===== config.mk =====
export PLATFORM = sky130hd
export DESIGN_NAME = epif_queue
export DESIGN_NICKNAME = d
export VERILOG_FILES = /design/src/design/epif_pkg.sv /design/src/design/epif_queue.sv
export SDC_FILE = /design/constraint.sdc
export NUM_CORES = 1
export LEC_CHECK = 0
export ABC_AREA = 1
export BUFFER_PORTS_ARGS = -buffer_cell sky130_fd_sc_hd__buf_2
export CORE_MARGIN = 2
export CORE_UTILIZATION = 45
export CTS_BUF_LIST = sky130_fd_sc_hd__clkbuf_4 sky130_fd_sc_hd__clkbuf_8
export DETAILED_ROUTE_END_ITERATION = 8
export PLACE_DENSITY = 0.77
export SLEW_MARGIN = 20
export SYNTH_ARGS = -nofsm -noshare
export SYNTH_HDL_FRONTEND = slang
export SYNTH_SLANG_ARGS = --single-unit

===== constraint.sdc =====
create_clock -name i_clk -period 3.2 [get_ports i_clk]
set_clock_uncertainty 0.2 [all_clocks]
set_input_delay 0.64 -clock i_clk [delete_from_list [all_inputs] [get_ports i_clk]]
set_output_delay 0.64 -clock i_clk [all_outputs]
set_load 0.01 [all_outputs]

===== src/design/epif_pkg.sv =====
`timescale 1ns / 1ps
`default_nettype none
package epif_pkg;
    localparam int MaxCandidates = 64;
    localparam int KeyBits = 64;
    localparam int FieldBits = 64;
    localparam int WsBits = 7;
    localparam int WcBits = 16;
    localparam int CfgIdxBits = 1;
    localparam logic [CfgIdxBits-1:0] RegWindowSize = 1'd0;
    localparam logic [CfgIdxBits-1:0] RegWindowCount = 1'd1;
    localparam int QDepth = 4;

    // one transaction handed from the front to the back
    typedef struct packed {
        logic [FieldBits-1:0] key;
        logic                 load;
        logic                 clear;
        logic [WsBits-1:0]    pos;
        logic                 age;
        logic                 report;
    } t_work;
endpackage
`default_nettype wire


===== src/design/epif_queue.sv =====
`timescale 1ns / 1ps
`default_nettype none
module epif_queue (
    input  wire logic       i_clk,
    input  wire logic       i_rst_n,
    input  wire logic       i_push,
    input  epif_pkg::t_work i_data,
    input  wire logic       i_pop,
    output epif_pkg::t_work o_data,
    output logic            o_empty,
    output logic            o_full
);
    localparam int AW = $clog2(epif_pkg::QDepth);
    epif_pkg::t_work r_mem [epif_pkg::QDepth];
    logic [AW-1:0] r_wp, r_rp;
    logic [AW:0] r_cnt;

    assign o_empty = (r_cnt == '0);
    assign o_full = (r_cnt == (AW+1)'(epif_pkg::QDepth));
    assign o_data = r_mem[r_rp];

    always_ff @(posedge i_clk) begin
        if (i_push) r_mem[r_wp] <= i_data;
    end

    always_ff @(posedge i_clk) begin
        if (!i_rst_n) begin
            r_wp <= '0;
            r_rp <= '0;
            r_cnt <= '0;
        end else begin
            if (i_push) r_wp <= r_wp + 1'b1;
            if (i_pop) r_rp <= r_rp + 1'b1;
            if (i_push && !i_pop) r_cnt <= r_cnt + 1'b1;
            else if (i_pop && !i_push) r_cnt <= r_cnt - 1'b1;
        end
    end
endmodule
`default_nettype wire


[Word-level counts from Yosys, hierarchy flattened]
Memory sizes are Yosys's and may differ from the RTL's. A register that Yosys moved wholly into a read port is not among the register bits.
Cells that the tools add are included.
Word-level totals
  bits in registers: 7
  latch bits: 0
  RAM bits: 300
  ROM bits: 0
  input bits: 79
  logic and storage cells: 21
  memories: 1
Operators by class
  add/sub/neg operators: 4
  $mul: 0
  divide/modulo/power cells: 0
  magnitude comparators: 0
  eq/ne operators: 1
  shift operators: 0
  multiplexer cells: 6
  bitwise logic cells: 0
  reductions and logical operators: 6
Memory list
  r_mem: words 4, width 75, rd ports 1, clocked after memory_dff 1, write ports 1, RTL line epif_queue.sv:14  | epif_pkg::t_work r_mem [epif_pkg::QDepth];
Operator list (number)
  $mux W3: 2
  $add A2 B1 Y2 const B: 2
  $mux W2: 2
  $add A3 B1 Y3 const B: 1
  $eq A3 B3 Y1 const B: 1
  $logic_not A3 Y1: 1
  $sub A3 B1 Y3 const B: 1
  $logic_and A1 B1 Y1: 2
  $logic_not A1 Y1: 2
  $mux W1: 2
  $reduce_bool A2 Y1: 1

[Longest topological paths before layout]
Gate-level depths: netlist (run 1).
  depth in word-level cells: 4
  mapped depth: 10
  depth with buffers taken out: 10

[Least setup slack after synthesis (run 1)]
OpenSTA, ideal clock, no wires.
  path kind: input to register
  start point: input port i_push
  end point: memory r_mem[2][0] (netlist bit) (enable)
  arrival time: 2.128 ns
  required time: 2.571 ns
  slack: 0.443 ns
  cell stages on the path: 2
  buffers on the path: 0
  path through: nand2_1 -> inv_1
Between the ends
  word-level cells in the longest chain between the ends: 2
Ends and longest elaborated chain
  start: declaration: RTL line epif_queue.sv:6  | input wire logic i_push,
  $mux W1: RTL line epif_queue.sv:23  | if (i_push) r_mem[r_wp] <= i_data;
  $mux W1 (not written as such): RTL line epif_queue.sv:23
  end: declaration: RTL line epif_queue.sv:14
No other way between the ends.

==> results.cfg, run 1 <==
[clock_network]
max-clock-path-buffers = 3
tritoncts = done
cts_repair_resize_count = 0
path_clk_slew_ns = 0.06
worstSkewPairLatency_ns = 0.55
ctsRootBufferMaster = sky130_fd_sc_hd__clkbuf_8
cts_setup_buffers = 0
h-tree-depth = 2
tritoncts.num_buffers = 49
clock_sink_count = 309
cts.hold.buffers_added = 0

[detailed_routing]
routed-via-count = 7019
detail_route.iter0.violations = 461
drc_errors = 0
detail_route.vias_per_cell = 5.23
final_routed_wire_length_divided_by_cell_count_um = 18.1
finalWirelength_mm = 24.3
drt_pass1_iterations = 4
antenna_left = 0

[critical_path]
worst-r2r-setup-slack_ns = 1.10
worstPathCellList = inv_8 -> buf_4 -> o21ai_0 -> o22ai_2 -> buf_2
reg2reg_depth = 5
worst_path_required_time_ns = 2.36
worstPathBufferInverterCount = 3
timing.critical_path.arrival_ns = 2.17
largest_delay_share_family_worst_path = buffers and inverters
r2r-start = r_wp[0]$_SDFFE_PN0P_
critical_path_peak_fanout = 56
worst_r2r_endpoint = r_mem[0][14]$_DFFE_PP_
endpoint_kind = primary output
critPathSlowestCell = sky130_fd_sc_hd__inv_8
timing.critical_path.from_type = register
critPathKind = register to primary output
worst_path_largest_cell_delay_ns = 0.42

[layout]
final_cell_mix = sky130_fd_sc_hd__edfxtp_1, sky130_fd_sc_hd__buf_2, sky130_fd_sc_hd__o21ai_0
final_nets = 1044
final_common_cell = sky130_fd_sc_hd__edfxtp_1
utilization_pct = 53.8
final_design_area_no_fill_um2 = 14500
drive_above_1_share_pct = 36.6
final_cell_count_no_fill = 1342
area.growth.synth_to_final_pct = 17.8

[global_routing]
grt_pass1_wl_mm = 37.3
met2_routing_resource_usage_after_global_routing_pct = 29.1
grt_use_total_pct = 16.8
number_of_antenna_violations_at_the_first_check_in_global_routing = 5
gr-total-overflow = 0
grt_use_met1_pct = 20.4
busiest_layer = met2
maximum_number_of_pins_on_one_net_before_global_route_repair = 151
met3_usage_pct = 4.27
number_of_global_route_vias_before_repair = 7025

[logic_synthesis]
syn-num-nets = 868
yosys.cell_types.count = 24
post_synth_instance_area_um2 = 12300
ys_seq_elements = 309
synthesis.instances = 783
synth_sequential_area_ratio_pct = 74.6
synth_area_per_cell_um2 = 15.7
yosys_warnings = 0

[timing]
finalHoldViolCount = 0
fin_worst_hold_slack_ns = 0.100
layout_setup_ws_ns = 0.194
fin_crit_sh_pct = 93.9
total_negative_setup_slack_ns = 0
fmax_ghz = 0.333
tightestPinTransition_ns = 0.656
relSlewSlack_pct = 56.3
finish_stage_setup_viols = 0
fin_crit_ns = 3.01
slew_violations = 0
rsz0062_at_grt = no

[power]
irDropWorstVdd_mv = 0.351
design_power_total_mw = 8.95
power-per-cell-area_nw_per_um2 = 617
p_leak_nw = 5.03

[floorplanning]
floorplan.die.width_um = 169
initial_core_util_pct = 45.7
die_area_um2 = 28700
io_pins = 156
die_height_um = 169
core.rowCount = 60
coreArea_um2 = 27000

[worst_hold_path]
timing.hold.worst_endpoint = r_mem[0][10]$_DFFE_PP_
hp-start = i_data[10]
hold_depth = 1
hp-class = input pin to register

[job]
drv.max_cap_violation_count = 0

[placement]
place_ws_ns = 0.762
numPlacedInstances = 1249
place_area_um2 = 13500
place.port_buffers = 155
gp_congestion = 0.745
place.detailed.hpwl_mm = 14.0

[outcome]
outcome = completed
cell type report:
class	count	area [um2]
Fill cell	2108	12400
Sequential cell	309	9190
Multi-Input combinational cell	409	2710
Timing Repair Buffer	173	1100
Clock buffer	59	756
Tap cell	341	427
Clock inverter	31	239
Inverter	17	76.3
Antenna cell	3	7.51
cells by family after synthesis:
kind of cell | synth area share, %
simple gates | 8.32
flops | 74.6
compound gates | 13.0
buf+inv | 3.40
fa+ha+maj | 0.670
flip-flops by register name, indices dropped and copies added, names as in the netlist, named ones only:
| signal | flops |
|---|---|
| r_mem | 300 |
| r_wp | 2 |
| r_rp | 2 |
| r_cnt | 3 |
cells in the mapped netlist:
master	count	area [um2]
sky130_fd_sc_hd__fa_1	1	20.0
sky130_fd_sc_hd__clkbuf_1	21	78.8
sky130_fd_sc_hd__nor2_2	5	31.3
sky130_fd_sc_hd__a21oi_1	4	20.0
sky130_fd_sc_hd__nor3_1	2	10.0
sky130_fd_sc_hd__dfxtp_1	9	180
sky130_fd_sc_hd__o22ai_1	25	156
sky130_fd_sc_hd__buf_2	15	75.1
sky130_fd_sc_hd__nand4_1	1	6.26
sky130_fd_sc_hd__o21ai_2	5	43.8
sky130_fd_sc_hd__inv_2	1	3.75
sky130_fd_sc_hd__buf_6	5	56.3
sky130_fd_sc_hd__nand3_1	1	5.00
sky130_fd_sc_hd__inv_6	1	8.76
sky130_fd_sc_hd__nand2_1	9	33.8
sky130_fd_sc_hd__ha_1	5	62.6
sky130_fd_sc_hd__nor2_1	100	375
sky130_fd_sc_hd__o21ai_0	131	656
sky130_fd_sc_hd__o21ai_1	20	100
sky130_fd_sc_hd__inv_1	15	56.3
sky130_fd_sc_hd__buf_12	7	140
sky130_fd_sc_hd__o22ai_2	50	626
sky130_fd_sc_hd__edfxtp_1	300	9010
sky130_fd_sc_hd__nor2_4	50	563
layer usage:
metal  vias to the layer above  routed length, um
met2                       206              12400
met1                      3446               9850
li1                       3317                  -
met3                        46               1540
met5                         -                 25
met4                         4                479
how the worst max path moves through the flow:
stage,depth (start not counted),slack [ns],endpoint
5_1_grt,5,0.08,o_data[49]
4_1_cts,5,0.14,o_data[49]
6_report,5,0.19,o_data[3]
3_5_place_dp,5,0.76,o_data[49]
3_3_place_gp,5,0.84,o_data[5]
2_1_floorplan,2,0.44,r_mem[2][0]$_DFFE_PP_
power by group:
group	switching [mW]	leakage, nW	internal [mW]
clock network	1.47	0.526	1.89
logic	0.588	1.67	0.332
registers	0.0470	2.83	4.62
total	2.11	5.03	6.85
No activity file was read; power rests on OpenSTA's default activity.
==> inputs of run 2 (changes only) <==
CORE_UTILIZATION = 35   (was 45)
CTS_BUF_LIST = not set   (was sky130_fd_sc_hd__clkbuf_4 sky130_fd_sc_hd__clkbuf_8)
PLACE_DENSITY = 0.65   (was 0.77)
==> run 2 against run 1 <==
Net effect:
- wire length increased by 6.8%
- sequential share of layout area decreased by 0.76 points
- critical path depth decreased by 1
- die area increased by 28%
- register-to-register slack improved by 0.12 ns
- count of clock-buffer cells in the layout decreased by 13
- core utilization decreased by 11 points
- cell area increased by 1.2%
- largest power group unchanged
- highest routed layer unchanged
==> results.cfg, run 2 (synthesized netlist as in run 1, its figures left out) <==
[timing]
relSlewSlack_pct = 55.3
total_negative_setup_slack_ns = 0
finish_stage_setup_viols = 0
slew_violations = 0
finalHoldViolCount = 0
tightestPinTransition_ns = 0.671
fmax_ghz = 0.339
rsz0062_at_grt = no
fin_crit_ns = 2.95
fin_crit_sh_pct = 92.1

[power]
cell_internal_pwr_mw = 7.33
power-per-cell-area_nw_per_um2 = 644
power.share.switching_pct = 22.5
share_seq_of_total_power_pct = 49.4
power_frac_clock_pct = 41.0
p_leak_nw = 5.03
power.combinational.fraction_pct = 9.6
netSwitchingPower_mw = 2.13
irDropWorstVdd_mv = 0.399

[clock_network]
ctsRootBufferMaster = sky130_fd_sc_hd__clkbuf_16
tritoncts.num_buffers = 34
clock_sink_count = 309
h-tree-depth = 2
cts_setup_buffers = 0
cts_repair_resize_count = 0
worstSkewPairLatency_ns = 0.50
tritoncts = done
cts.hold.buffers_added = 0
max-clock-path-buffers = 3
path_clk_slew_ns = 0.06

[global_routing]
busiest_layer = met2
grt_use_total_pct = 14.1
met2_routing_resource_usage_after_global_routing_pct = 22.5
number_of_global_route_vias_before_repair = 6976
grt_use_met1_pct = 18.7
met3_usage_pct = 4.22
maximum_number_of_pins_on_one_net_before_global_route_repair = 67
grt_pass1_wl_mm = 39.4
gr-total-overflow = 0
number_of_antenna_violations_at_the_first_check_in_global_routing = 2

[layout]
reg_top3 = r_mem x300, r_cnt x3
largest_reg_flops = 300
regMostFlops = r_mem
final_common_cell = sky130_fd_sc_hd__edfxtp_1
final_design_area_no_fill_um2 = 14700
utilization_pct = 42.4
area.growth.synth_to_final_pct = 19.2
drive_above_1_share_pct = 35.2
final_cell_mix = sky130_fd_sc_hd__edfxtp_1, sky130_fd_sc_hd__buf_2, sky130_fd_sc_hd__o21ai_0
final_nets = 1031
n_fill_cell = 3118

[detailed_routing]
detail_route.vias_per_cell = 4.85
antenna_left = 0
drc_errors = 0
final_routed_wire_length_divided_by_cell_count_um = 18.2
routed-via-count = 6928
finalWirelength_mm = 25.9
detail_route.iter0.violations = 393
drt_pass1_iterations = 5

[job]
drv.max_cap_violation_count = 0

[placement]
place_area_um2 = 13600
gp_congestion = 0.674
place.detailed.hpwl_mm = 14.8
place.port_buffers = 155

[critical_path]
critPathKind = register to primary output
endpoint_kind = primary output
timing.critical_path.arrival_ns = 2.11
timing.critical_path.from_type = register
worst_path_required_time_ns = 2.36
critical_path_peak_fanout = 66

[floorplanning]
initial_core_util_pct = 35.6
core.rowCount = 68
floorplan.die.width_um = 192
die_area_um2 = 36700
die_height_um = 192
io_pins = 156
coreArea_um2 = 34600

[worst_hold_path]
hp-class = input pin to register

[outcome]
outcome = completed
==> run 2: changes by cell type in the layout (fill, tap and decap cells not counted), moves of 4 or more <==
cell,delta
sky130_fd_sc_hd__buf_12,-9
sky130_fd_sc_hd__buf_4,+11
sky130_fd_sc_hd__clkbuf_1,+7
sky130_fd_sc_hd__clkbuf_16,+37
sky130_fd_sc_hd__clkbuf_4,-9
sky130_fd_sc_hd__clkbuf_8,-48
sky130_fd_sc_hd__clkinv_1,-11
sky130_fd_sc_hd__clkinv_2,-8
sky130_fd_sc_hd__inv_4,+4
==> run 2: worst max-delay path: stages, from the launching register on <==
cell,delay [ns]
sky130_fd_sc_hd__dfxtp_4,0.38
sky130_fd_sc_hd__buf_4,0.53
sky130_fd_sc_hd__o21ai_0,0.20
sky130_fd_sc_hd__o22ai_1,0.26
sky130_fd_sc_hd__buf_2,0.18
==> run 2: cell type report <==
type	count	area [um2]	share of cell area, %
clock buffers	46	980	6.67
diodes	1	2.50	0.0170
multi-input cells	409	2710	18.4
repair buffers	175	1000	6.82
inverters	17	81.3	0.554
well taps	455	569	3.88
clock inverters	15	146	0.997
flip-flops and latches	309	9190	62.6
==> run 2: routing by layer <==
layer	routed length (um)	share of wire [%]
met5	9	0.035
met1	11700	45
met4	463	1.8
met2	11900	46
met3	1760	6.8
==> run 2: power by group through the flow <==
stage / sequential (mW) / clock, mW / combinational [mW]
after detailed placement: 4.75 / 0 / 0.931
after CTS: 4.67 / 3.98 / 0.935
after global placement: 4.75 / 0 / 0.915
after floorplan: 4.75 / 0 / 0.569
final: 4.67 / 3.87 / 0.911
after global routing: 4.68 / 4.14 / 1.00
==> run 2: through the flow <==
step / std cells / hold WS (ns) / setup WS (ns) / power (mW)
after global placement: 1365 / 0.228 / 0.793 / 5.66
after detailed placement: 1365 / 0.227 / 0.804 / 5.69
after global routing: 1426 / 0.113 / 0.104 / 9.83
final: 1427 / 0.143 / 0.253 / 9.45
after CTS: 1426 / 0.113 / 0.210 / 9.59
after floorplan: 783 / 0.212 / 0.443 / 5.32
==> run 2: final timing paths <==
check / startpoint / end / slack (ns) / cells past startpoint
hold reg to reg: r_rp[1]$_SDFFE_PN0P_ / register / 0.25 / 1
setup / recovery: register / o_data[47] / 0.25 / 4
setup reg to reg: r_wp[0]$_SDFFE_PN0P_ / r_mem[2][23]$_DFFE_PP_ / 1.22 / 5
hold / removal: i_data[64] / r_mem[0][64]$_DFFE_PP_ / 0.14 / 1
