==> config.mk <==
export PLATFORM = sky130hd
export DESIGN_NAME = epif_front
export DESIGN_NICKNAME = d
export VERILOG_FILES = /design/src/design/epif_pkg.sv /design/src/design/epif_front.sv
export SDC_FILE = /design/constraint.sdc
export NUM_CORES = 1
export LEC_CHECK = 0
export BUFFER_PORTS_ARGS = -buffer_cell sky130_fd_sc_hd__buf_2
export CORE_MARGIN = 4
export CORE_UTILIZATION = 49
export CTS_CLUSTER_SIZE = 12
export DETAILED_ROUTE_END_ITERATION = 8
export GPL_TIMING_DRIVEN = 0
export PLACE_DENSITY = 0.95
export SYNTH_ARGS = -nofsm -noshare
export SYNTH_HDL_FRONTEND = slang
export SYNTH_SLANG_ARGS = --single-unit
==> constraint.sdc <==
create_clock -name i_clk -period 8.35 [get_ports i_clk]
set_input_delay 0.4175 -clock i_clk [delete_from_list [all_inputs] [get_ports i_clk]]
set_output_delay 0.4175 -clock i_clk [all_outputs]
set_load 0.02 [all_outputs]
==> src/design/epif_pkg.sv <==
`timescale 1ns / 1ps
`default_nettype none
package epif_pkg;
    localparam int MaxCandidates = 64;
    localparam int KeyBits = 64;
    localparam int FieldBits = 64;
    localparam int WsBits = 7;
    localparam int WcBits = 16;
    localparam int CfgIdxBits = 1;
    localparam logic [CfgIdxBits-1:0] RegWindowSize = 1'd0;
    localparam logic [CfgIdxBits-1:0] RegWindowCount = 1'd1;
    localparam int QDepth = 4;

    // one transaction handed from the front to the back
    typedef struct packed {
        logic [FieldBits-1:0] key;
        logic                 load;
        logic                 clear;
        logic [WsBits-1:0]    pos;
        logic                 age;
        logic                 report;
    } t_work;
endpackage
`default_nettype wire

==> src/design/epif_front.sv <==
`timescale 1ns / 1ps
`default_nettype none
module epif_front #(
    parameter int MAX_CANDIDATES = epif_pkg::MaxCandidates
) (
    input  wire logic                         i_clk,
    input  wire logic                         i_rst_n,
    input  wire logic                         i_take,
    input  wire logic [epif_pkg::FieldBits-1:0] i_key,
    input  wire logic [epif_pkg::WsBits-1:0]  i_ws,
    input  wire logic [epif_pkg::WcBits-1:0]  i_wc,
    output epif_pkg::t_work                   o_work
);
    logic [epif_pkg::WsBits-1:0] r_pos, n_pos, ws_eff, pos_inc;
    logic [epif_pkg::WcBits-1:0] r_win, n_win, wc_eff, win_inc;
    logic wend;

    always_comb begin
        ws_eff = (i_ws == '0) ? epif_pkg::WsBits'(1) : i_ws;
        if (ws_eff > epif_pkg::WsBits'(MAX_CANDIDATES))
            ws_eff = epif_pkg::WsBits'(MAX_CANDIDATES);
        wc_eff = (i_wc == '0) ? epif_pkg::WcBits'(1) : i_wc;
        pos_inc = r_pos + 1'b1;
        win_inc = r_win + 1'b1;
        wend = (pos_inc >= ws_eff) || (pos_inc == '0);
        n_pos = wend ? '0 : pos_inc;
        n_win = r_win;
        o_work.report = 1'b0;
        if (wend) begin
            n_win = win_inc;
            if (win_inc >= wc_eff || win_inc == '0) begin
                n_win = '0;
                o_work.report = 1'b1;
            end
        end
        o_work.key = i_key;
        o_work.load = (r_win == '0);
        o_work.clear = (r_win == '0) && (r_pos == '0);
        o_work.pos = r_pos;
        o_work.age = wend && (r_win != '0);
    end

    always_ff @(posedge i_clk) begin
        if (!i_rst_n) begin
            r_pos <= '0;
            r_win <= '0;
        end else if (i_take) begin
            r_pos <= n_pos;
            r_win <= n_win;
        end
    end
endmodule
`default_nettype wire

Word level (Yosys, flattened, before mapping):

Index checks and enable logic that the tools add are counted.

* word-level logic and storage cells: 26
* bits of input ports: 90
* register bits: 23

* $lt $le $gt $ge: 3
* multiplexer cells: 7
* $add $sub $neg: 2
* reduce and logical (&&, ||, !) cells: 12

Operator list (count)
* 16-bit zero test: 3
* 16-bit two-way mux: 2
* 7-bit zero test: 3
* 7-bit two-way mux: 3
* 16-bit by 1-bit adder with 16-bit output (second input constant): 1
* 16-bit greater-or-equal comparator: 1
* 16-bit nonzero test: 1
* 7-bit by 1-bit adder with 7-bit output (second input constant): 1
* 7-bit greater-or-equal comparator: 1
* 7-bit > comparator (second input constant): 1
* 1-bit logical AND: 2
* 1-bit logical OR: 2
* 1-bit two-way mux: 2
* 2-bit AND reduction: 1

Longest topological paths before layout:

Gate-level depths: netlist of run 1.

* depth in word-level cells: 7
* gate-level depth with buffers: 15
* gate-level depth less buffers: 13

Worst setup path after synthesis of run 1:

No wires, ideal clock.

* path kind: register -> output
* start: register r_win[0] (netlist bit)
* end: output o_work[0] (netlist bit)
* required time: 7.933 ns
* arrival time: 2.758 ns
* slack: 5.175 ns
* cell stages (with the launch flop): 13
* buffers on the path: 1
* cells stage by stage: dfxtp_1 -> ha_1 -> buf_2 -> nand2_1 -> nor4_1 -> xnor2_1 -> inv_1 -> ha_1 -> o2111a_1 -> o311a_1 -> a211oi_1 -> a21boi_4 -> nor2_1

RTL lines
* from (decl): line epif_front.sv:15 `logic [epif_pkg::WcBits-1:0] r_win, n_win, wc_eff, win_inc;`
* from (signal assigned): line epif_front.sv:49 `r_win <= n_win;`
* to (decl): line epif_front.sv:12 `output epif_pkg::t_work o_work`

==> results, run 1 <==
- Data arrives at the worst endpoint at ~3.8 ns.
- The XOR/XNOR share of the synthesized area is under 10%.
- The weighted congestion reported at the end of routability-driven placement is 0.9246.
- Setup slack on the critical path of the routed design comes to 4.116 ns.
- The mean area per synthesized cell is 7.771 sq um.
- Along the worst hold path, the cell count comes to 3.
- Walking the worst path, the cells encountered are ha_1, buf_2, nand2_1, nor4_1, xnor2_1, inv_1, ha_1, o2111a_1, o311a_1, a211oi_1, a21boi_4, nor2_1, buf_2.
- The run finished with clean final reports.
- The area share of the leading cell type in the synthesized netlist is 16.97%.
- The number of max-slew violations in the final report was 0.
- The number of buffers created by CTS is 3.
- The smallest hold slack is 0.4812 ns.
- The wire-length estimate of the detail-placed layout is 6317 um.
- The clock edge transition at the registers on the reported setup and hold paths is 0.09 ns.
- The count of nets left with antenna violations once routing finished came out at 0.
- The kind of capture point of the worst setup path is an output port.
- The maximum vdd ir drop is ~0.063 mV.
- For this configuration, the core starts out at a cell density of 51.27%.
- The number of antenna diodes in the final layout is 0.
- In this run the post-CTS setup repair buffer count came out at 0.
- At the pin with the least slew margin, the transition time is between 0.7 and 0.8 ns.
- The number of global-route vias before repair came to around 3000.
- The net count after synthesis is between 400 and 500.
- In the routed layout, each cell is associated on average with a via count of around 5.5.
- Timing analysis after detailed placement gives a worst setup slack of 4.511 ns.
- After synthesis, the largest family of logic cells by area is buffers and inverters.
- The total routing usage reported by global routing is 20.54%.
- The biggest area contributor in the post-synthesis netlist is sky130_fd_sc_hd__buf_4.
- The clock period minus worst slack is ~4.2 ns.
- The remaining global-route overflow is 0.
- The cell count after placement is about 540.
- On the worst path, the slowest cell contributes a delay of 0.52 ns.
- The number of flip-flops and latches in the synthesized netlist is 23.
- The number of top-level pins is 165.
- The final layout contains 593 nets.
- The first global-routing pass estimated 12480 um of wire.
- Dividing total power by cell area gives a power density of 89.19 nW/um^2.
- The tightest min-delay check is of the in -> reg type.
- The area fraction in compound gates after synthesis is 16.88%.
- The multiplexer share of the synthesized area is 1.044%.
- The total clock sinks is 23.
- Entering global routing, the biggest net connects 15 pins.
- The area of the die is 7157 sq um.
- The mapped netlist covers 2875 sq um.
- The root buffer cell chosen for the clock tree is sky130_fd_sc_hd__clkbuf_8.
- The floorplan step set the die width to between 80 and 90 um.
- Sequential cells were found to cover around 16% of the synthesized design area.
- Setup violations remaining at the end of the flow were counted as 0.
- The count of flip-flops with a built-in enable after synthesis is 0.
- The area growth from synthesis to layout is 22.24%.
- The launch instance of the worst register-to-register path is r_win[0]$_SDFFE_PN0P_.
- The total number of H-tree levels is 1.
- The first TritonRoute pass finished after 5 iterations.
- The simple-gate share of the synthesized area is a little under a quarter.
- The share of the clock period used by the worst path is 50.71%.
- Static timing analysis puts the maximum clock frequency at ~0.24 GHz.
- The class of the most critical setup path is reg -> out.
- The routed wirelength normalized by instance count is 14.13 um.
- STA puts the critical path data required time at 7.93 ns.
- The number of antenna violations at the first check in global routing is 0.
- STA classifies the critical path startpoint as a register.
- The height of the die is 84.60 um.
- The worst slew slack as a fraction of its limit is 50.97%.
- For hold timing, the worst endpoint is r_win[2]$_SDFFE_PN0P_.
- Yosys attributes the largest share of cell area to sky130_fd_sc_hd__buf_4 17%, sky130_fd_sc_hd__dfxtp_1 16%, sky130_fd_sc_hd__ha_1 12%.
- The library cell contributing the largest single delay on the critical path is sky130_fd_sc_hd__dfxtp_1.
- The insertion delay of the later-clocked pin in the worst-skew pair is around 0.27 ns.
- In this run, post-CTS hold repair placed 0 buffers.
- The total leakage power is approximately 1.9 nW.
- The dominant synthesized flop cell is sky130_fd_sc_hd__dfxtp_1.
- Summed over all failing endpoints, the final setup total negative slack is 0 ns.
- After floorplanning, the core was sized to cover between 5000 and 6000 sq um.
- The startpoint of the most critical hold path is i_rst_n.
- The number of gates resized after cts is 0.
- The post-route DRC violation count is 0.
- On the final layout, the worst clock skew is roughly 0.007 ns.
- The share of cells above drive strength 1 is 40.08%.
- The number of different library cells used by synthesis comes to 55.
- The total wire length after detailed routing is a little under 8000 um.
- The longest clock path from root to sink contains 2 buffers.
- The number of standard cells in the final layout excluding fillers is 546.
- The maximum fanout encountered on the critical timing path is 9.
- In this run the critical register-to-register path is captured at r_win[11]$_SDFFE_PN0P_.
- The detailed router finished its first iteration with 269 violations.
- The async set-or-reset flop fraction in the synthesized netlist is 0%.
- In this run the core area contains 27 standard-cell rows.
- The total of buffers placed on input and output ports is 100.
- The cell count after synthesis is 370.
- In this run the register-to-register setup slack is 4.59 ns.
- Counting cells, the worst reg-to-reg path comes to 14.
- The number of max-capacitance violations reported is 0.
- The total count of hold-check failures in the final report was 0.
- The count of synthesis-stage warnings from yosys is 0.
- Setup repair after global routing left no endpoint under its margin.
- TritonCTS built the clock tree.
- Summing the areas of all fa, ha and maj instances in the mapped netlist gives 12.18% of the synthesized area.
- Detailed routing inserted a total of between 3000 and 4000 vias.
registers in the layout (all words and copies together) (netlist names):
signal  flops
r_win      16
r_pos       7
metrics by stage:
| stage | power [mW] | cell area, sq um | utilization, % |
|---|---|---|---|
| after global routing | 0.3288 | 3515 | 62.67 |
| after CTS | 0.3134 | 3515 | 62.67 |
| after floorplan | 0.2047 | 2875 | - |
| after global placement | 0.2371 | 3466 | 61.80 |
| final | 0.3135 | 3515 | 62.67 |
| after detailed placement | 0.2424 | 3466 | 61.80 |
area by class of cell:
cell class                      instances  area, sq um
Tap cell                               72        90.09
Buffer                                 82        591.8
Inverter                               24        90.09
Clock inverter                          1        7.507
Sequential cell                        23        460.4
Clock buffer                            3        41.29
Multi-Input combinational cell        241         1733
Timing Repair Buffer                  100        500.5
Fill cell                             457         2093
placed cells by master, fill, tap and decap left out, drive strengths merged, types with 11 or more instances in the layout:
cell	n
ha	28
nand2	32
buf	175
dfxtp	23
nand3	15
inv	24
xor2	13
nor2	17
o21ai	14
nor4	11
critical path: cells and delay by family, from the launching register on:
| family | cells | cell delay (ns) |
|---|---|---|
| fa+ha+maj | 2 | 0.49 |
| buf+inv | 3 | 0.45 |
| flops | 1 | 0.52 |
| xor+xnor | 1 | 0.23 |
| simple gates | 3 | 0.73 |
| compound gates | 4 | 1.12 |
logic make-up (layout without fill, tap and decap cells):
family | after synthesis | in the layout
adders and majority gates | 28 | 28
muxes | 3 | 3
and+or+nand+nor | 122 | 122
xor gates and xnor gates | 22 | 22
buffers and inverters | 106 | 210
DFF | 23 | 23
AOI/OAI and AO/OA | 66 | 66
synth_stat cells (4+ instances only):
cell type,count
sky130_fd_sc_hd__nor2b_1,8
sky130_fd_sc_hd__dfxtp_1,23
sky130_fd_sc_hd__buf_4,65
sky130_fd_sc_hd__a22o_1,7
sky130_fd_sc_hd__a21o_1,4
sky130_fd_sc_hd__inv_1,24
sky130_fd_sc_hd__a21oi_1,7
sky130_fd_sc_hd__nand2_1,32
sky130_fd_sc_hd__buf_2,6
sky130_fd_sc_hd__a31oi_1,4
sky130_fd_sc_hd__a21boi_0,9
sky130_fd_sc_hd__xnor2_1,9
sky130_fd_sc_hd__o21a_1,4
sky130_fd_sc_hd__nor4_1,10
sky130_fd_sc_hd__nor2_1,17
sky130_fd_sc_hd__nand3_1,14
sky130_fd_sc_hd__nor3_1,7
sky130_fd_sc_hd__and3_1,6
sky130_fd_sc_hd__ha_1,28
sky130_fd_sc_hd__nand4_1,7
sky130_fd_sc_hd__xor2_1,13
sky130_fd_sc_hd__clkbuf_1,5
sky130_fd_sc_hd__o21ai_0,14
sky130_fd_sc_hd__buf_6,4
worst max-delay path by stage:
stage,start,end,slack [ns],depth (start not counted)
after global routing,r_win[0]$_SDFFE_PN0P_,o_work[0],3.84,13
final,r_win[0]$_SDFFE_PN0P_,o_work[0],4.12,13
after detailed placement,r_win[0]$_SDFFE_PN0P_,o_work[0],4.51,13
after floorplan,r_win[0]$_SDFFE_PN0P_,o_work[0],5.17,12
after global placement,r_win[0]$_SDFFE_PN0P_,o_work[0],4.59,13
after CTS,r_win[0]$_SDFFE_PN0P_,o_work[0],4.19,13
power breakdown:
group | total, mW | internal (mW) | switching [mW]
clock | 0.0726 | 0.0338 | 0.0388
combinational | 0.125 | 0.0561 | 0.0691
sequential | 0.116 | 0.112 | 0.00349
metal layers:
layer  global-route usage (%)  up-vias  wire length, um
met1                    22.06     1343             2806
met2                    38.15      196             3842
met5                        0        -                0
li1                         -     1444                -
met4                    9.209        0              254
met3                    4.318       30              811
(Power assumes the default switching activity.)
==> run 2: changes to the inputs <==
--- a/config.mk
+++ b/config.mk
@@ -7,11 +7,11 @@
 export LEC_CHECK = 0
 export BUFFER_PORTS_ARGS = -buffer_cell sky130_fd_sc_hd__buf_2
 export CORE_MARGIN = 4
-export CORE_UTILIZATION = 49
+export CORE_UTILIZATION = 45
 export CTS_CLUSTER_SIZE = 12
 export DETAILED_ROUTE_END_ITERATION = 8
 export GPL_TIMING_DRIVEN = 0
-export PLACE_DENSITY = 0.95
+export PLACE_DENSITY = 0.91
 export SYNTH_ARGS = -nofsm -noshare
 export SYNTH_HDL_FRONTEND = slang
 export SYNTH_SLANG_ARGS = --single-unit
==> constraint.sdc (replaced) <==
create_clock -name i_clk -period 4.3 [get_ports i_clk]
set_input_delay 0.215 -clock i_clk [delete_from_list [all_inputs] [get_ports i_clk]]
set_output_delay 0.215 -clock i_clk [all_outputs]
set_load 0.02 [all_outputs]
==> run 2 against run 1 <==
  * Combinational power is 92% higher
  * Power is 92% higher
  * Worst hold slack worse by 0.23 ns
  * Largest power group unchanged
==> results, run 2 (synthesis gave the netlist of run 1 again) <==
- The share of the clock period used by the worst path is between 90% and 100%.
- Setup repair after global routing missed its margin: false (unchanged).
- The post-place instance area is 3470 sq um (was 3466 sq um).
- Outcome: finished, final reports clean (unchanged).
- The clock tree from TritonCTS is done (unchanged).
- The clock period minus worst slack is 3.947 ns.
- The antenna diode instance count came to 0 (unchanged).
- The sum of negative setup slack is 0 ns (unchanged).
- The total wire length after detailed routing came to 7260 um (was 7715 um).
- The power per standard cell area came to 171.3 nW/um^2 (was 89.19 nW/um^2).
- The kind of start point of the critical path is a register (unchanged).
- The insertion delay of the later-clocked pin in the worst-skew pair is 0.27 ns (about the same).
- Largest registers: r_win x16, r_pos x7 (unchanged).
- The clock root buffer is sky130_fd_sc_hd__clkbuf_8 (unchanged).
- The total routing usage reported by global routing came to 17.96% (was 20.54%).
- The register with the most flip-flops is r_win (unchanged).
- The cts-stage hold buffer count was 0 (unchanged).
- The class of the most critical setup path is reg -> out (unchanged).
- The first-pass iteration count of the detailed router is 4 (was 5).
- The number of antenna violations at the first check in global routing is 0 (unchanged).
- The global-route wire length before repair came to 11460 um (was 12480 um).
- The x dimension of the die is 87.94 um (was 84.60 um).
- The via total after detailed routing is 2911 (was 3013).
- CP cell instances: ha_1, buf_2, nand2_1, nor4_1, xnor2_1, inv_1, ha_1, o2111a_1, o311a_1, a211oi_1, a21boi_4, nor2_1, buf_2 (unchanged).
- The flip-flop count of the largest register after layout is 16 (unchanged).
- The total clock sinks is 23 (unchanged).
- The total number of H-tree levels is 1 (unchanged).
- The number of max-slew violations in the final report is 0 (unchanged).
- The placeable core region is 6061 sq um (was 5608 sq um).
- The total of endpoints with negative setup slack in the final report came to 0 (unchanged).
- The per-cell via count in the routed design is 5.302 (was 5.518).
- The largest net degree at the start of global routing is 13 (was 15).
- The buffer levels on the longest clock path is 2 (unchanged).
- The weighted congestion reported at the end of routability-driven placement came to 0.9311 (was 0.9246).
- The count of antenna-violating nets left after detailed routing is 0 (unchanged).
- The remaining global-route overflow is 0 (unchanged).
- The required time of the critical path is 4.09 ns (was 7.93 ns).
- The total of buffers placed on input and output ports is 100 (unchanged).
- The site row count is 28 (was 27).
- The number of buffers created by CTS came to 3 (unchanged).
- The total power was 0.6020 mW (was 0.3135 mW).
- The worst slew slack as a fraction of its limit is 60.89% (was 50.97%).
- The clock edge transition at the registers on the reported setup and hold paths was 0.08 ns (was 0.09 ns).
- The number of nets in the layout is 593 (unchanged).
- The number of gates resized after cts is 0 (unchanged).
- The maximum fanout encountered on the critical timing path was 9 (unchanged).
- The kind of capture point of the worst setup path is an output port (unchanged).
- The final instance area came to 3515 sq um (unchanged).
- The number of top-level pins is 165 (unchanged).
- The library cell contributing the largest single delay on the critical path is sky130_fd_sc_hd__dfxtp_1 (unchanged).
- The number of global-route vias before repair is 2708 (was 2957).
- The height of the die came to 87.94 um (was 84.60 um).
- The initial core utilization came to 47.44% (was 51.27%).
- The routed wirelength normalized by instance count is 13.22 um (was 14.13 um).
- The category of cells accounting for the largest share of critical-path delay is compound AO/OA/AOI/OAI gates (unchanged).
- The worst clock skew on the final layout is 0.001335 ns (was 0.007000 ns).
- The number of max-capacitance violations reported is 0 (unchanged).
- The smallest hold slack came to 0.2527 ns (was 0.4812 ns).
- The maximum vdd ir drop came to 0.1224 mV (was 0.06303 mV).
- The total count of hold-check failures in the final report was 0 (unchanged).
- The number of buffers and inverters on the critical path is 3 (unchanged).
- The slew at the pin with the worst max-slew slack was 0.5806 ns (was 0.7278 ns).
- The most frequent standard cell in the layout excluding fill and tap cells is sky130_fd_sc_hd__buf_2 (unchanged).
- The detailed-placement wirelength estimate came to 5994 um (was 6317 um).
- The delay of the slowest cell on the worst path is 0.51 ns (was 0.52 ns).
- The post-route DRC violation count is 0 (unchanged).
- The share of cells above drive strength 1 is 39.87% (was 40.08%).
- The area of the die came to 7733 sq um (was 7157 sq um).
- The total leakage power is 1.901 nW (was 1.900 nW).
- The violation count after the first detailed-routing iteration came to 159 (was 269).
- The buffers inserted during post-CTS setup optimization is 0 (unchanged).
- The worst path arrival time came to 3.73 ns (was 3.82 ns).
- The post-synthesis to final-layout area growth is 22.24% (unchanged).
- Commonest cells after routing, fill and taps aside: 106 x sky130_fd_sc_hd__buf_2, 65 x sky130_fd_sc_hd__buf_4, 32 x sky130_fd_sc_hd__nand2_1, 28 x sky130_fd_sc_hd__ha_1, 24 x sky130_fd_sc_hd__inv_1 (unchanged).
- Static timing analysis puts the maximum clock frequency at 0.2533 GHz.
- The class of the tightest hold or removal check is in -> reg (unchanged).
run 2: cell count changes in the layout (fill, tap and decap cells not counted), sizes merged:
cell | before | now
clkinvlp | 1 | 0
clkbuf | 10 | 11
run 2: layout make-up:
| cell class | count | area [sq um] |
|---|---|---|
| fill | 514 | 2546 |
| clock buffer | 4 | 45.04 |
| sequential | 23 | 460.4 |
| buffer | 82 | 591.8 |
| inverter | 24 | 90.09 |
| tap | 75 | 93.84 |
| timing repair buffer | 100 | 500.5 |
| multi-input combinational | 241 | 1733 |
run 2: final timing paths:
path | startpoint | end | slack (ns) | depth (start not counted)
worst min-delay path | i_rst_n | r_win[2]$_SDFFE_PN0P_ | 0.25 | 3
worst max register to register | r_win[0]$_SDFFE_PN0P_ | r_win[11]$_SDFFE_PN0P_ | 0.66 | 14
worst min register to register | r_pos[1]$_SDFFE_PN0P_ | r_pos[1]$_SDFFE_PN0P_ | 0.57 | 2
worst max-delay path | r_win[0]$_SDFFE_PN0P_ | o_work[0] | 0.35 | 13
run 2: through the flow:
stage / utilization (%) / cells / setup WS (ns)
2_1_floorplan: - / 370 / 1.272
3_3_place_gp: 57.25 / 545 / 0.7411
3_5_place_dp: 57.25 / 545 / 0.6737
4_1_cts: 57.99 / 549 / 0.3513
5_1_grt: 57.99 / 549 / 0.02711
6_report: 57.99 / 549 / 0.3525
run 2: worst reg2reg max path: stages (launching register included):
cell                       delay, ns
sky130_fd_sc_hd__dfxtp_1        0.51
sky130_fd_sc_hd__ha_1           0.19
sky130_fd_sc_hd__buf_2          0.17
sky130_fd_sc_hd__nand2_1        0.22
sky130_fd_sc_hd__nor4_1         0.38
sky130_fd_sc_hd__xnor2_1        0.23
sky130_fd_sc_hd__inv_1          0.11
sky130_fd_sc_hd__ha_1           0.30
sky130_fd_sc_hd__o2111a_1       0.26
sky130_fd_sc_hd__o311a_1        0.12
sky130_fd_sc_hd__a211oi_1       0.36
sky130_fd_sc_hd__and3_1         0.21
sky130_fd_sc_hd__clkbuf_2       0.19
sky130_fd_sc_hd__and2_1         0.20
sky130_fd_sc_hd__a22o_1         0.13
run 2: report_power, final:
group          internal [mW]  leakage, nW  switching, mW
combinational          0.109         1.69          0.131
clock                 0.0662       0.0228         0.0717
sequential             0.218        0.186        0.00676
run 2: per-layer routing:
| metal | vias up | share of wire [%] | GRT usage, % |
|---|---|---|---|
| met4 | 0 | 0.99 | 3.068 |
| li1 | 1442 | - | - |
| met3 | 6 | 9.5 | 3.387 |
| met2 | 137 | 52 | 33.84 |
| met5 | - | 0 | 0 |
| met1 | 1326 | 38 | 21.19 |
